==> config.mk <==
export PLATFORM = sky130hd
export DESIGN_NAME = bubble_sort_engine_unit
export DESIGN_NICKNAME = d
export VERILOG_FILES = /design/src/design/bse_pkg.sv /design/src/design/bse_cell.sv /design/src/design/bubble_sort_engine_unit.sv
export SDC_FILE = /design/constraint.sdc
export NUM_CORES = 2
export LEC_CHECK = 0
export ABC_CLOCK_PERIOD_IN_PS = 5990
export BUFFER_PORTS_ARGS = -buffer_cell sky130_fd_sc_hd__buf_2
export CORE_MARGIN = 2
export CORE_UTILIZATION = 30
export DETAILED_ROUTE_END_ITERATION = 16
export SLEW_MARGIN = 15
export SYNTH_ARGS = -nofsm -noshare
export SYNTH_HDL_FRONTEND = slang
export SYNTH_HIERARCHICAL = 1
export SYNTH_SLANG_ARGS = --single-unit
export TNS_END_PERCENT = 100
==> constraint.sdc <==
create_clock -name clk -period 5.99 [get_ports clk]
set_input_delay 0.8985 -clock clk [delete_from_list [all_inputs] [get_ports clk]]
set_output_delay 0.8985 -clock clk [all_outputs]
set_load 0.1 [all_outputs]
==> src/design/bse_pkg.sv <==
`timescale 1ns / 1ps

package bse_pkg;

  localparam int unsigned DATA_W = 32;

  typedef enum logic {
    ST_LOAD,
    ST_DRAIN
  } state_t;

  // Commands broadcast to every cell of the chain.
  typedef struct packed {
    logic ins;
    logic shift;
  } cell_ctrl_t;

endpackage

==> src/design/bse_cell.sv <==
`timescale 1ns / 1ps

module bse_cell (
  input  logic                                clk,
  input  bse_pkg::cell_ctrl_t                 ctrl,
  input  logic                                occ,
  input  logic signed [bse_pkg::DATA_W-1:0]   new_val,
  input  logic                                prev_gt,
  input  logic signed [bse_pkg::DATA_W-1:0]   prev_val,
  input  logic signed [bse_pkg::DATA_W-1:0]   next_val,
  output logic                                gt,
  output logic signed [bse_pkg::DATA_W-1:0]   val
);

  logic signed [bse_pkg::DATA_W-1:0] val_r;
  logic signed [bse_pkg::DATA_W-1:0] val_nxt;

  // An empty cell acts as plus infinity. Equal values keep arrival order.
  assign gt  = !occ || (new_val < val_r);
  assign val = val_r;

  always_comb begin
    val_nxt = val_r;
    if (ctrl.shift) begin
      val_nxt = next_val;
    end else if (ctrl.ins && gt) begin
      // The first cell past the insertion point takes the new value;
      // the cells after it take their left neighbor's value.
      val_nxt = prev_gt ? prev_val : new_val;
    end
  end

  always_ff @(posedge clk) begin
    val_r <= val_nxt;
  end

endmodule

==> src/design/bubble_sort_engine_unit.sv <==
`timescale 1ns / 1ps

// Streaming ascending sorter for signed 32-bit values.
// Input channel: in_value with in_last_item; one beat per cycle is taken while
// the block loads a set. Each value is inserted into a chain of MAX_ITEMS
// cells in the cycle it arrives, so the chain always holds the set in order.
// The beat marked in_last_item closes the set. Values beyond MAX_ITEMS are
// dropped and every result of that set then carries out_overflow.
// Result channel: out_sorted_value, out_last_out, out_overflow. The cycle
// after the closing beat, the first result appears from cell 0; each taken
// result shifts the chain one cell toward the output. While draining, in_stall
// is high; the block reopens for input the cycle after the final result.
// No new values are taken while a set drains.
// When out_stall is high the chain holds and the result stays unchanged.
// Reset empties the chain and clears the overflow flag; no clearing pass.

module bubble_sort_engine_unit #(
  parameter int unsigned MAX_ITEMS = 16
) (
  input  logic                              clk,
  input  logic                              rst_n,
  input  logic                              in_valid,
  output logic                              in_stall,
  input  logic signed [bse_pkg::DATA_W-1:0] in_value,
  input  logic                              in_last_item,
  output logic                              out_valid,
  input  logic                              out_stall,
  output logic signed [bse_pkg::DATA_W-1:0] out_sorted_value,
  output logic                              out_last_out,
  output logic                              out_overflow
);

  localparam int unsigned CW = $clog2(MAX_ITEMS + 1);

  bse_pkg::state_t     state_r, state_nxt;
  logic [CW-1:0]       count_r, count_nxt;
  logic                ovf_r, ovf_nxt;
  bse_pkg::cell_ctrl_t ctrl;
  logic                in_beat;
  logic                out_beat;
  logic                full;

  logic                              gt   [MAX_ITEMS];
  logic signed [bse_pkg::DATA_W-1:0] vals [MAX_ITEMS];

  assign full     = (count_r == CW'(MAX_ITEMS));
  assign in_stall = (state_r == bse_pkg::ST_DRAIN);
  assign out_valid = (state_r == bse_pkg::ST_DRAIN);
  assign in_beat  = in_valid && !in_stall;
  assign out_beat = out_valid && !out_stall;

  assign out_sorted_value = vals[0];
  assign out_last_out     = (count_r == CW'(1));
  assign out_overflow     = ovf_r;

  always_comb begin
    state_nxt  = state_r;
    count_nxt  = count_r;
    ovf_nxt    = ovf_r;
    ctrl.ins   = 1'b0;
    ctrl.shift = 1'b0;
    unique case (state_r)
      bse_pkg::ST_LOAD: begin
        if (in_beat) begin
          if (full) begin
            ovf_nxt = 1'b1;
          end else begin
            ctrl.ins  = 1'b1;
            count_nxt = count_r + CW'(1);
          end
          if (in_last_item) begin
            state_nxt = bse_pkg::ST_DRAIN;
          end
        end
      end
      bse_pkg::ST_DRAIN: begin
        if (out_beat) begin
          ctrl.shift = 1'b1;
          count_nxt  = count_r - CW'(1);
          if (count_r == CW'(1)) begin
            state_nxt = bse_pkg::ST_LOAD;
            ovf_nxt   = 1'b0;
          end
        end
      end
      default: begin
        state_nxt = bse_pkg::ST_LOAD;
      end
    endcase
  end

  always_ff @(posedge clk) begin
    if (!rst_n) begin
      state_r <= bse_pkg::ST_LOAD;
      count_r <= '0;
      ovf_r   <= 1'b0;
    end else begin
      state_r <= state_nxt;
      count_r <= count_nxt;
      ovf_r   <= ovf_nxt;
    end
  end

  for (genvar i = 0; i < MAX_ITEMS; i++) begin : g_cell
    logic                              occ;
    logic                              prev_gt;
    logic signed [bse_pkg::DATA_W-1:0] prev_val;
    logic signed [bse_pkg::DATA_W-1:0] next_val;

    assign occ = (count_r > CW'(i));

    if (i == 0) begin : g_head
      assign prev_gt  = 1'b0;
      assign prev_val = in_value;
    end else begin : g_body
      assign prev_gt  = gt[i-1];
      assign prev_val = vals[i-1];
    end

    if (i == MAX_ITEMS - 1) begin : g_tail
      assign next_val = vals[i];
    end else begin : g_mid
      assign next_val = vals[i+1];
    end

    bse_cell u_cell (
      .clk      (clk),
      .ctrl     (ctrl),
      .occ      (occ),
      .new_val  (in_value),
      .prev_gt  (prev_gt),
      .prev_val (prev_val),
      .next_val (next_val),
      .gt       (gt[i]),
      .val      (vals[i])
    );
  end

endmodule

==> results.sh <==
export IMPL_die_x_um=369
export IMPL_drc=0
export IMPL_grt_setup_unrepaired="no"
export IMPL_peakVddDrop_v=0.000172
export IMPL_regToRegStartpoint="in_stall"
export IMPL_numCtsBuffers=59
export IMPL_grt_overflow_total=0
export IMPL_rows=133
export IMPL_area_growth_pct=9.88
export IMPL_coreArea_um2=132000
export IMPL_cts_clk_slew_worst_paths_ns=0.06
export IMPL_setup_worst_path_end_class="register"
export IMPL_cellPowerDensity_nw_per_um2=320
export IMPL_drv_slew=0
export IMPL_die_area_um2=136000
export IMPL_relSlewSlack=0.180
export IMPL_clockBufferDepth=3
export IMPL_cp_required_ns=6.34
export IMPL_hpwlAfterDp_um=73000
export IMPL_layout_drive_gt1_share=0.0637
export IMPL_grt_max_degree=209
export IMPL_pre_cts_slack_ns=1.25
export IMPL_seqCellArea_um2=15500
export IMPL_fin_crit_sh=0.676
export IMPL_cts_resized=0
export IMPL_max_cap_violations=0
export IMPL_synth_cells=4196
export IMPL_first_iter_violations=2317
export IMPL_finalWirelength_um=95900
export IMPL_final_hold_violation_count=0
export IMPL_crit_path_start="in_value[7]"
export IMPL_via_count=29400
export IMPL_fin_util=0.333
export IMPL_tightestPinTransition_ns=1.22
export IMPL_cp_max_fo=33
export IMPL_place_congestion=0.843
export IMPL_final_setup_viol_count=0
export IMPL_hold_start="out_overflow"
export IMPL_cp_start_kind="input port"
export IMPL_worstSetupPathType="input port to register"
export IMPL_period_needed_ns=4.05
export IMPL_wl_per_cell_um=16.0
export IMPL_postCtsHoldBufs=0
export IMPL_tritoncts_num_sinks=519
export IMPL_num_io_pins=73
export IMPL_min_path_type="register to register"
export IMPL_ys_warnings_count=6
export IMPL_worst_ep_arrival_time_ns=4.40
export IMPL_leakage_uw=0.0207
export IMPL_multiInputGateArea_um2=21900
export IMPL_fmax_mhz=247
export IMPL_die_y_um=369
export IMPL_grt_pass1_wl_um=158000
export IMPL_cts_htree_levels=2
export IMPL_synthesis_nets=4734
export IMPL_setup_ws_ns=1.94
export IMPL_cts_root_buffer="clkbuf_16"
export IMPL_nFillCells=13700
export IMPL_grtUsageTotal=0.138
export IMPL_initial_core_util=0.303
export IMPL_syn_area_um2=40000
export IMPL_routed_via_density=4.92
export IMPL_ant_nets=0
export IMPL_status="finished clean"
export IMPL_finalSetupTns_ns=0
export IMPL_cts_tree="yes"
export IMPL_nets=4717
export IMPL_syn_area_per_cell_um2=9.52
export IMPL_drt_first_pass_iters=5
export IMPL_antenna_found_initial=2
export IMPL_antennaDiodeCount=0
export IMPL_post_cts_setup_buffers=0
export IMPL_grt_pass1_vias=28900
export IMPL_clock_latency_ns=0.63
export IMPL_port_buffer_count=72
export IMPL_skew_ns=0.0257
## worst max-delay path: stages
cell and delay [ns]:
buf_2 0.59, ha_1 0.30, nand4_1 0.12, o311a_1 0.40, o41ai_2 0.44, a31oi_1 0.16
mux2_2 0.97, mux2i_1 0.35, o21ai_0 0.11
## power breakdown
group / leakage, µW / switching (µW) / internal, µW
sequential: 0.00502 / 770 / 5210
clock: 0.000816 / 1500 / 1840
combinational: 0.0149 / 2890 / 1830
## routing by layer
| layer | part of all wire | up-vias | GRT usage |
|---|---|---|---|
| li1 | - | 15000 | - |
| met1 | 0.53 | 13700 | 0.215 |
| met2 | 0.41 | 557 | 0.202 |
| met3 | 0.042 | 96 | 0.0183 |
| met4 | 0.015 | 2 | 0.0265 |
| met5 | 0.00016 | - | 0 |
## metrics by stage
stage          hold WS (ns)  cells  instance area, µm²  total power [µW]
3_3_place_gp          0.473   5873               42200             10600
5_1_grt               0.510   5976               43900             15100
3_5_place_dp          0.477   5873               42200             10800
6_report              0.499   5976               43900             14000
2_1_floorplan         0.525   4196               40000              9370
4_1_cts               0.491   5976               43900             14200
## cell type report
class,instances,share of cell area
Multi-Input combinational cell,2980,0.500
Inverter,516,0.0441
Tap cell,1755,0.0500
Clock buffer,81,0.0355
Clock inverter,22,0.00285
Timing Repair Buffer,103,0.0144
Sequential cell,519,0.353
## state kept, by name (all words and copies together), names as in the netlist
signal / flops
in_stall: 1
count_r: 5
out_overflow: 1
g_cell.u_cell/val: 512
## final timing paths
path / depth (start not counted) / endpoint / slack [ns]
setup / recovery: 9 / g_cell[1].u_cell/val[14] / 1.94
hold reg to reg: 2 / out_overflow / 0.50
hold / removal: 2 / out_overflow / 0.50
setup reg to reg: 6 / g_cell[8].u_cell/val[24] / 2.12
## layout by cell type, fill, tap and decap left out, types with 16 or more instances in the layout
master,count
a211oi_1,16
o2bb2ai_1,17
nor4b_1,17
nor2_1,70
ha_1,501
buf_4,28
o21ai_0,590
a211o_1,17
nand4_1,48
a31oi_1,31
a21oi_1,194
a21o_1,17
buf_2,72
o211ai_1,16
nand4_2,16
nand2b_1,16
o41ai_2,16
inv_1,516
nor4_4,16
nand2_1,695
edfxtp_1,512
a221oi_1,16
o311a_1,16
clkbuf_1,22
and4_2,16
and3b_1,16
nor3_4,16
nand3_1,33
mux2i_1,513
clkbuf_16,59
Note: power is estimated with default switching activity, not from simulation.
